File: config.mk
export PLATFORM = sky130hd
export DESIGN_NAME = pixel_format_to_rgba32_top
export DESIGN_NICKNAME = d
export VERILOG_FILES = /design/src/rtl/pfr_pkg.sv /design/src/rtl/pfr_chroma.sv /design/src/rtl/pfr_pack.sv /design/src/rtl/pfr_serializer.sv /design/src/rtl/pixel_format_to_rgba32_top.sv
export SDC_FILE = /design/constraint.sdc
export NUM_CORES = 1
export LEC_CHECK = 0
export ABC_AREA = 1
export ABC_CLOCK_PERIOD_IN_PS = 6230
export BUFFER_PORTS_ARGS = -buffer_cell sky130_fd_sc_hd__clkbuf_2
export CORE_UTILIZATION = 30
export CTS_BUF_LIST = sky130_fd_sc_hd__clkbuf_4 sky130_fd_sc_hd__clkbuf_8 sky130_fd_sc_hd__clkbuf_16
export CTS_CLUSTER_SIZE = 40
export DETAILED_ROUTE_END_ITERATION = 8
export SLEW_MARGIN = 25
export SYNTH_ARGS = -nofsm -noshare
export SYNTH_HDL_FRONTEND = slang
export SYNTH_HIERARCHICAL = 1
export SYNTH_SLANG_ARGS = --single-unit
export TNS_END_PERCENT = 10
File: constraint.sdc
create_clock -name clk_i -period 6.23 [get_ports clk_i]
set_input_delay 0 -clock clk_i [delete_from_list [all_inputs] [get_ports clk_i]]
set_output_delay 0 -clock clk_i [all_outputs]
set_load 0.02 [all_outputs]
File: src/rtl/pfr_pkg.sv
// Shared types and constants for the pixel format to RGBA32 converter.
package pfr_pkg;

  typedef enum logic [2:0] {
    FMT_BGRA = 3'd0,
    FMT_BGR  = 3'd1,
    FMT_RGBA = 3'd2,
    FMT_RGB  = 3'd3,
    FMT_ARGB = 3'd4,
    FMT_ABGR = 3'd5,
    FMT_MONO = 3'd6,
    FMT_YCC  = 3'd7
  } pfr_fmt_e;

  localparam logic [7:0] REG_PIXEL_FORMAT = 8'd0;
  localparam logic [7:0] REG_BIG_ENDIAN   = 8'd1;

  localparam int unsigned ProdW = 26;
  localparam int unsigned OffW  = 10;

  typedef struct packed {
    logic [7:0] byte_a;
    logic [7:0] byte_b;
    logic [7:0] byte_c;
    logic [7:0] byte_d;
    pfr_fmt_e   fmt;
    logic       big_endian;
  } pfr_item_t;

  typedef struct packed {
    pfr_item_t               item;
    logic signed [OffW-1:0]  off_r;
    logic signed [OffW-1:0]  off_g;
    logic signed [OffW-1:0]  off_b;
  } pfr_offs_t;

  typedef struct packed {
    logic [31:0] word0;
    logic [31:0] word1;
    logic        two;
  } pfr_words_t;

endpackage

File: src/rtl/pfr_chroma.sv
// Two pipeline stages: chroma products, then truncated chroma offsets.
module pfr_chroma (
  input  logic                clk_i,
  input  logic                rst_ni,
  input  logic                in_valid_i,
  output logic                in_ready_o,
  input  pfr_pkg::pfr_item_t  in_item_i,
  output logic                out_valid_o,
  input  logic                out_ready_i,
  output pfr_pkg::pfr_offs_t  out_data_o
);
  import pfr_pkg::*;

  localparam logic signed [ProdW-1:0] KrQ16  = 26'sd91881;
  localparam logic signed [ProdW-1:0] KgbQ16 = 26'sd22544;
  localparam logic signed [ProdW-1:0] KgrQ16 = 26'sd46793;
  localparam logic signed [ProdW-1:0] KbQ16  = 26'sd116130;

  // Divide by 2^16, rounding toward zero.
  function automatic logic signed [OffW-1:0] trunc_q16(input logic signed [ProdW-1:0] v);
    logic [ProdW-1:0] mag;
    logic [OffW-1:0]  q;
    mag = v[ProdW-1] ? (~v + 26'd1) : v;
    q   = mag[ProdW-1:16];
    return v[ProdW-1] ? (~q + 10'd1) : q;
  endfunction

  logic signed [8:0]       cb, cr;
  logic signed [ProdW-1:0] cb_x, cr_x;

  logic                    s1_valid_q;
  pfr_item_t               s1_item_q;
  logic signed [ProdW-1:0] s1_pr_q, s1_pgb_q, s1_pgr_q, s1_pb_q;
  logic                    s1_ready;

  logic                    s2_valid_q;
  pfr_offs_t               s2_data_q, s2_data_d;
  logic signed [ProdW-1:0] g_sum, g_neg;

  assign cb   = $signed({1'b0, in_item_i.byte_c}) - 9'sd128;
  assign cr   = $signed({1'b0, in_item_i.byte_d}) - 9'sd128;
  assign cb_x = {{(ProdW-9){cb[8]}}, cb};
  assign cr_x = {{(ProdW-9){cr[8]}}, cr};

  assign s1_ready   = !s2_valid_q || out_ready_i;
  assign in_ready_o = !s1_valid_q || s1_ready;

  always_ff @(posedge clk_i or negedge rst_ni) begin
    if (!rst_ni) begin
      s1_valid_q <= 1'b0;
    end else if (in_ready_o) begin
      s1_valid_q <= in_valid_i;
    end
  end

  always_ff @(posedge clk_i) begin
    if (in_ready_o && in_valid_i) begin
      s1_item_q <= in_item_i;
      s1_pr_q   <= KrQ16 * cr_x;
      s1_pgb_q  <= KgbQ16 * cb_x;
      s1_pgr_q  <= KgrQ16 * cr_x;
      s1_pb_q   <= KbQ16 * cb_x;
    end
  end

  assign g_sum = s1_pgb_q + s1_pgr_q;
  assign g_neg = -g_sum;

  always_comb begin
    s2_data_d.item  = s1_item_q;
    s2_data_d.off_r = trunc_q16(s1_pr_q);
    s2_data_d.off_g = trunc_q16(g_neg);
    s2_data_d.off_b = trunc_q16(s1_pb_q);
  end

  always_ff @(posedge clk_i or negedge rst_ni) begin
    if (!rst_ni) begin
      s2_valid_q <= 1'b0;
    end else if (s1_ready) begin
      s2_valid_q <= s1_valid_q;
    end
  end

  always_ff @(posedge clk_i) begin
    if (s1_ready && s1_valid_q) begin
      s2_data_q <= s2_data_d;
    end
  end

  assign out_valid_o = s2_valid_q;
  assign out_data_o  = s2_data_q;

endmodule

File: src/rtl/pfr_pack.sv
// Pipeline stage: luma plus offset with clamping, channel swizzle, word packing.
module pfr_pack (
  input  logic                clk_i,
  input  logic                rst_ni,
  input  logic                in_valid_i,
  output logic                in_ready_o,
  input  pfr_pkg::pfr_offs_t  in_data_i,
  output logic                out_valid_o,
  input  logic                out_ready_i,
  output pfr_pkg::pfr_words_t out_data_o
);
  import pfr_pkg::*;

  localparam logic [7:0] AlphaFull = 8'hff;

  function automatic logic [7:0] clamp_byte(input logic signed [OffW-1:0] v);
    if (v[OffW-1]) begin
      return 8'd0;
    end else if (v[OffW-2]) begin
      return 8'hff;
    end
    return v[7:0];
  endfunction

  function automatic logic [31:0] pack_word(input logic [7:0] r, input logic [7:0] g,
                                            input logic [7:0] b, input logic be);
    return be ? {r, g, b, AlphaFull} : {AlphaFull, b, g, r};
  endfunction

  pfr_item_t              it;
  logic [7:0]             r, g, b;
  logic [7:0]             r0, g0, b0, r1, g1, b1;
  logic signed [OffW-1:0] y0, y1;
  logic                   valid_q;
  pfr_words_t             data_q, data_d;

  assign it = in_data_i.item;
  assign y0 = $signed({2'b00, it.byte_a});
  assign y1 = $signed({2'b00, it.byte_b});

  assign r0 = clamp_byte(y0 + in_data_i.off_r);
  assign g0 = clamp_byte(y0 + in_data_i.off_g);
  assign b0 = clamp_byte(y0 + in_data_i.off_b);
  assign r1 = clamp_byte(y1 + in_data_i.off_r);
  assign g1 = clamp_byte(y1 + in_data_i.off_g);
  assign b1 = clamp_byte(y1 + in_data_i.off_b);

  always_comb begin
    case (it.fmt)
      FMT_BGRA, FMT_BGR: begin
        b = it.byte_a; g = it.byte_b; r = it.byte_c;
      end
      FMT_RGBA, FMT_RGB: begin
        r = it.byte_a; g = it.byte_b; b = it.byte_c;
      end
      FMT_ARGB: begin
        r = it.byte_b; g = it.byte_c; b = it.byte_d;
      end
      FMT_ABGR: begin
        b = it.byte_b; g = it.byte_c; r = it.byte_d;
      end
      FMT_MONO: begin
        r = it.byte_a; g = it.byte_a; b = it.byte_a;
      end
      FMT_YCC: begin
        r = r0; g = g0; b = b0;
      end
      default: begin
        r = r0; g = g0; b = b0;
      end
    endcase
    data_d.word0 = pack_word(r, g, b, it.big_endian);
    data_d.word1 = pack_word(r1, g1, b1, it.big_endian);
    data_d.two   = (it.fmt == FMT_YCC);
  end

  assign in_ready_o = !valid_q || out_ready_i;

  always_ff @(posedge clk_i or negedge rst_ni) begin
    if (!rst_ni) begin
      valid_q <= 1'b0;
    end else if (in_ready_o) begin
      valid_q <= in_valid_i;
    end
  end

  always_ff @(posedge clk_i) begin
    if (in_ready_o && in_valid_i) begin
      data_q <= data_d;
    end
  end

  assign out_valid_o = valid_q;
  assign out_data_o  = data_q;

endmodule

File: src/rtl/pfr_serializer.sv
// Output register: one or two words per item, one beat per cycle while out_ready_i is high.
module pfr_serializer (
  input  logic                clk_i,
  input  logic                rst_ni,
  input  logic                in_valid_i,
  output logic                in_ready_o,
  input  pfr_pkg::pfr_words_t in_data_i,
  output logic                out_valid_o,
  input  logic                out_ready_i,
  output logic [31:0]         pixel_word_o,
  output logic                last_of_item_o
);
  import pfr_pkg::*;

  logic       valid_q;
  logic       sel_q;
  pfr_words_t data_q;
  logic       out_fire, finish, in_fire;

  assign last_of_item_o = !data_q.two || sel_q;
  assign pixel_word_o   = sel_q ? data_q.word1 : data_q.word0;
  assign out_valid_o    = valid_q;
  assign out_fire       = valid_q && out_ready_i;
  assign finish         = out_fire && last_of_item_o;
  assign in_ready_o     = !valid_q || finish;
  assign in_fire        = in_valid_i && in_ready_o;

  always_ff @(posedge clk_i or negedge rst_ni) begin
    if (!rst_ni) begin
      valid_q <= 1'b0;
      sel_q   <= 1'b0;
    end else if (in_fire) begin
      valid_q <= 1'b1;
      sel_q   <= 1'b0;
    end else if (finish) begin
      valid_q <= 1'b0;
      sel_q   <= 1'b0;
    end else if (out_fire) begin
      // advance to the second word
      sel_q   <= 1'b1;
    end
  end

  always_ff @(posedge clk_i) begin
    if (in_fire) begin
      data_q <= in_data_i;
    end
  end

endmodule

File: src/rtl/pixel_format_to_rgba32_top.sv
// Top level of the pixel format to RGBA32 converter.
//
//   channel | direction | handshake               | payload
//   --------+-----------+-------------------------+----------------------------------
//   in      | input     | in_valid_i / in_ready_o | byte_a_i, byte_b_i, byte_c_i, byte_d_i
//   out     | output    | out_valid_o/out_ready_i | pixel_word_o, last_of_item_o
//   cfg     | input     | cfg_valid_i/cfg_ready_o | cfg_index_i, cfg_data_i
//
// An item passes four register stages (products, offsets, pack, output). The acceptance
// edge loads the products register, and the offsets, pack and output registers follow in
// that order. The output register sends one word per cycle while out_ready_i is high:
// byte formats send one word per item, YCbCr (two luma, one chroma pair) sends two.
// Reset clears all valid bits and sets both configuration registers to zero.
// A stall on the output backs up stage by stage; in_ready_o drops only when all stages
// hold a beat and the output register does not release its item in that cycle.
// Configuration is sampled with each item at acceptance.
module pixel_format_to_rgba32_top (
  input  logic        clk_i,
  input  logic        rst_ni,
  input  logic        in_valid_i,
  output logic        in_ready_o,
  input  logic [7:0]  byte_a_i,
  input  logic [7:0]  byte_b_i,
  input  logic [7:0]  byte_c_i,
  input  logic [7:0]  byte_d_i,
  output logic        out_valid_o,
  input  logic        out_ready_i,
  output logic [31:0] pixel_word_o,
  output logic        last_of_item_o,
  input  logic        cfg_valid_i,
  output logic        cfg_ready_o,
  input  logic [7:0]  cfg_index_i,
  input  logic [7:0]  cfg_data_i
);
  import pfr_pkg::*;

  pfr_fmt_e   fmt_q;
  logic       big_endian_q;
  pfr_item_t  item;
  pfr_offs_t  offs;
  pfr_words_t words;
  logic       offs_valid, offs_ready, words_valid, words_ready;

  assign cfg_ready_o = 1'b1;

  // Unknown register indexes drop the write.
  always_ff @(posedge clk_i or negedge rst_ni) begin
    if (!rst_ni) begin
      fmt_q        <= FMT_BGRA;
      big_endian_q <= 1'b0;
    end else if (cfg_valid_i) begin
      if (cfg_index_i == REG_PIXEL_FORMAT) begin
        fmt_q <= pfr_fmt_e'(cfg_data_i[2:0]);
      end else if (cfg_index_i == REG_BIG_ENDIAN) begin
        big_endian_q <= cfg_data_i[0];
      end
    end
  end

  always_comb begin
    item.byte_a     = byte_a_i;
    item.byte_b     = byte_b_i;
    item.byte_c     = byte_c_i;
    item.byte_d     = byte_d_i;
    item.fmt        = fmt_q;
    item.big_endian = big_endian_q;
  end

  pfr_chroma u_chroma (
    .clk_i       (clk_i),
    .rst_ni      (rst_ni),
    .in_valid_i  (in_valid_i),
    .in_ready_o  (in_ready_o),
    .in_item_i   (item),
    .out_valid_o (offs_valid),
    .out_ready_i (offs_ready),
    .out_data_o  (offs)
  );

  pfr_pack u_pack (
    .clk_i       (clk_i),
    .rst_ni      (rst_ni),
    .in_valid_i  (offs_valid),
    .in_ready_o  (offs_ready),
    .in_data_i   (offs),
    .out_valid_o (words_valid),
    .out_ready_i (words_ready),
    .out_data_o  (words)
  );

  pfr_serializer u_serializer (
    .clk_i          (clk_i),
    .rst_ni         (rst_ni),
    .in_valid_i     (words_valid),
    .in_ready_o     (words_ready),
    .in_data_i      (words),
    .out_valid_o    (out_valid_o),
    .out_ready_i    (out_ready_i),
    .pixel_word_o   (pixel_word_o),
    .last_of_item_o (last_of_item_o)
  );

endmodule

==> results by stage <==
Detailed routing:
- The detailed router finished its first iteration with 1253 violations.
- In the routed layout, each cell is associated on average with a via count of approximately 4.5.
- The detailed-routing iteration count for the pre-antenna-repair pass is 6.
- The wire length per cell is ~14 µm.
- In the routed design, unresolved DRC markers number 0.
- The number of nets with antenna violations after routing is 0.
- The routed layout has 19544 vias.
- The final layout contains routed wiring with a total length of slightly below 60000 µm.

Power:
- The leakage power is 0.0145 µW.
- The power share of the combinational group is approximately three fifths.
- The internal power of the cells totals 9050 µW.
- The total power draw is between 15000 and 20000 µW.
- The analysis attributes to net switching a power of about 8300 µW.
- The part of the power in the clock network is between 10% and 20%.
- The part of the total power dissipated in sequential elements is around 26%.
- The switching portion of total power is a little under half.
- The worst-case IR drop observed on VDD is about 250 µV.
- In this run the power density over the cells is between 500 and 600 nW/µm².

STA:
- The highest attainable clock frequency is just over 200 MHz.
- The total count of max-transition violations in the final report is 0.
- The pin slew with the least headroom to its limit is around 0.83 ns.
- The final setup TNS is 0 ns.
- Setup repair after global routing left no endpoint under its margin.
- The count of final setup violators is 0.
- The headroom to the max-slew limit is between 40% and 50%.
- The setup skew after layout is between 0.02 and 0.025 ns.
- The worst path needs 4.97 ns of the cycle, external delays included.
- The number of failing hold endpoints at the final stage is 0.
- Of the available clock period, the critical path in the final layout requires around four fifths.

Logic synthesis:
- The post-synthesis async set-or-reset flop share is between 2 and 3%.
- The gate count of the mapped netlist is 2979.
- The Yosys step of the flow raised 6 warnings.
- In the synthesized netlist, mux cells make up 0% of the area.
- Of the total synthesized cell area, the portion taken by full adders, half adders and majority gates is about 24%.
- The basic-gate share of the synthesized area counting and, or, nand and nor cells is between 20% and 30%.
- In this run, distinct cell masters in the synthesized netlist total 53.
- After synthesis the netlist holds a flip-flop and latch count of between 300 and 400.
- The most instantiated flip-flop cell in the synthesis netlist is sky130_fd_sc_hd__edfxtp_1.
- The post-synthesis compound-gate area fraction is between 5 and 6%.
- After synthesis, flip-flops and latches occupy roughly 36% of the total area.
- Synthesis produced a netlist with a net count of approximately 3500.
- In the post-synthesis netlist, the biggest area contributors are sky130_fd_sc_hd__edfxtp_1 (36%), sky130_fd_sc_hd__ha_1 (16%), sky130_fd_sc_hd__nand2_1 (11%).
- Of all cell types, the one taking the most synthesized area is sky130_fd_sc_hd__edfxtp_1.
- The parity-gate share of the synthesized area counting xor and xnor cells is ~5%.
- The area fraction of the dominant cell type after synthesis is roughly 36%.
- The cell area that synthesis handed to floorplanning was roughly 26000 µm².
- The dominant combinational cell family by area after synthesis is adder cells.
- The mean instance size in the synthesized netlist is ~8.8 µm².
- The synthesized design contains 311 enable-type register cells.

Worst setup path:
- In this design, the stage delay of the slowest critical-path cell is 0.52 ns.
- Traced cell by cell, the critical path runs through dlygate4sd3_1 > clkbuf_2 > inv_1 > ha_1 > inv_1 > ha_1 > inv_1 > fa_1 > fa_1 > fa_1 > inv_1 > fa_1 > a21oi_1 > o21ai_0 > nand2_1 > nand2_1 > a21oi_1 > o21ai_0 > a21oi_1 > o21bai_1 > a21boi_0 > o21ai_0 > xor2_1.
- For the worst setup path, the data arrival time is between 5 and 6 ns.
- Measured in cells, the most critical reg-to-reg path has a length of 22.
- The data required time of the critical path is 6.52 ns.
- The worst setup path is captured at a flip-flop.
- The critical path launch point type is an input port.
- The slowest stage of the critical path is the sky130_fd_sc_hd__dlygate4sd3_1 cell.
- The largest fanout on the critical path is 9.
- The classification of the worst setup path is input port to flip-flop.

GRT:
- The number of antenna violations at the first check in global routing is 0.
- The via count of the first global-routing pass is 18678.
- The pin count of the biggest net entering global routing is between 60 and 70.
- The first global-routing pass estimated approximately 95000 µm of wire.
- The total overflow left after global routing is 0.
- Global routing used around an eighth of the available tracks across all layers.

Finish:
- For this run, the post-layout net count is between 3000 and 4000.
- 0 antenna diodes ended up in the layout.
- Cells with a size suffix above 1 make up a little over 7% of the layout.
- The layout-stage area growth over the synthesis result is 14.0%.
- The most frequent standard cell in the layout excluding fill and tap cells is sky130_fd_sc_hd__nand2_1.
- The top cell types in the final layout, fill and taps aside, are sky130_fd_sc_hd__nand2_1 (751), sky130_fd_sc_hd__inv_1 (521), sky130_fd_sc_hd__ha_1 (342).

Placement:
- The number of I/O port buffers is between 80 and 90.
- The global placer's final weighted congestion is 0.896.
- Once detailed placement completed, the half-perimeter wirelength came to approximately 47000 µm.

Clock network:
- The latest clock arrival within the worst-skew pair is between 0.5 and 0.6 ns.
- Post-CTS repair changed the size of 0 cells.
- Counting the buffers created by CTS gives 38.
- The clock tree from TritonCTS is done.
- After clock tree synthesis, the clock-pin slew on the worst setup and hold paths is around 0.060 ns.
- CTS saw 320 sinks.
- The root buffer cell is sky130_fd_sc_hd__clkbuf_16.
- The H-tree was split into 2 levels.
- The maximum buffer depth of the clock tree is 3.

Die:
- The die covers between 80000 and 90000 µm².
- Measured along the y axis, the die boundary spans between 200 and 300 µm.
- The starting utilization of the core area is just over 30%.
- From left edge to right edge, the die measures between 200 and 300 µm.
- The placeable core region is just under 90000 µm².
- Row generation in the floorplan step produced 108 rows.
- The count of pins on the block boundary is 89.

Job:
- The tool flagged a number of max-cap violations equal to 0.

Outcome:
- The flow ran to the end, and the final reports show no timing, DRC or antenna violations.

Min path:
- The worst hold path stage count is 2.
- The worst hold path class is input port to flip-flop.
-- routing by layer --
layer / track usage [%] / wire length [µm] / vias up
met5: 0 / 0 / -
met4: 4.09 / 1660 / 0
met3: 1.73 / 2370 / 92
met2: 22.0 / 27000 / 379
met1: 17.8 / 27500 / 8977
li1: - / - / 10096
-- final cells by class --
| class | instances | area [µm²] |
|---|---|---|
| Clock buffer | 42 | 981 |
| Clock inverter | 28 | 410 |
| Fill cell | 8891 | 56800 |
| Inverter | 528 | 1990 |
| Multi-Input combinational cell | 2098 | 14600 |
| Sequential cell | 320 | 9560 |
| Tap cell | 1155 | 1450 |
| Timing Repair Buffer | 143 | 1010 |
-- state kept, by name, indices dropped and copies added, names as in the netlist --
| register | count |
|---|---|
| u_chroma/s1_pgb_q | 14 |
| u_chroma/s1_pgr_q | 21 |
| u_serializer/data_q | 65 |
| u_chroma/s1_valid_q | 1 |
| u_pack/out_valid_o | 1 |
| u_chroma/s1_item_q | 36 |
| u_serializer/out_valid_o | 1 |
| fmt_q | 3 |
| u_chroma/out_valid_o | 1 |
| u_chroma/s1_pr_q | 23 |
| u_pack/out_data_o | 65 |
| u_chroma/s1_pb_q | 21 |
| u_chroma/out_data_o | 66 |
| u_serializer/sel_q | 1 |
| big_endian_q | 1 |
-- Yosys cell counts (all sizes together) (2+ instances only) --
cell type and count:
o21ai 65, nand4 36, nor4 9, xor2 105, ha 342, edfxtp 311
dfrtp 9, xnor2 40, nand2 770, nand3 214, a21boi 5, clkbuf 7
a21oi 109, a21o 5, o21bai 9, o211ai 16, nor3 38, or2 8
o22ai 16, fa 108, inv 527, nand2b 2, and3 3, o31ai 7
buf 26, a31oi 15, nand3b 9, nor2 161
-- final timing paths --
check                                                  from                           endpoint  slack (ns)
setup / recovery                                byte_c_i[1]     u_chroma/s1_pb_q[22]$_DFFE_PP_        1.26
hold / removal                                  byte_b_i[3]   u_chroma/s1_item_q[23]$_DFFE_PP_        0.18
setup reg to reg           u_chroma/s1_item_q[15]$_DFFE_PP_  u_chroma/out_data_o[18]$_DFFE_PP_        2.22
hold reg to reg            u_chroma/s1_item_q[27]$_DFFE_PP_  u_chroma/out_data_o[57]$_DFFE_PP_        0.40
max in group asynchronous                            rst_ni           big_endian_q$_DFFE_PN0P_        5.40
min in group asynchronous                            rst_ni     u_serializer/sel_q$_DFFE_PN0P_        0.47
-- cell families (layout without fill, tap and decap cells) --
kind of cell	Yosys count	after routing
and+or+nand+nor	1251	1251
DFF	320	320
xor gates and xnor gates	145	145
buffers and inverters	561	741
other	1	1
adders and majority gates	450	450
AOI/OAI and AO/OA	251	251
-- power groups by stage --
stage	clock network, µW	logic, µW	registers (µW)
after global placement	0	10200	4520
after CTS	2480	10400	4490
final	2420	10400	4480
after global routing	2550	12000	4570
after floorplan	0	8110	4320
after detailed placement	0	10300	4530
-- critical path: cells and delay by family --
kind / cells / cell delay (ns)
AOI/OAI and AO/OA: 8 / 1.37
adders and majority gates: 6 / 2.51
buffers and inverters: 6 / 1.06
and+or+nand+nor: 2 / 0.13
xor gates and xnor gates: 1 / 0.16
-- stage by stage --
step                instances  utilization, %  hold slack, ns  setup slack (ns)  area, µm²
floorplan                2979               -          -0.296              1.56      26300
CTS                      4313            34.5           0.153              1.23      29900
global placement         4194            32.3          -0.115              1.21      28100
global route             4314            34.5           0.167             0.798      30000
finish                   4314            34.5           0.180              1.26      30000
detailed placement       4194            32.3          -0.115              1.18      28100
-- repair_timing --
| action | 4_1_cts | 5_1_grt |
|---|---|---|
| buffers inserted | 0 | 0 |
| hold buffers | 49 | 0 |
| hold endpoints to repair | 49 | 0 |
No activity file was read; power rests on OpenSTA's default activity.
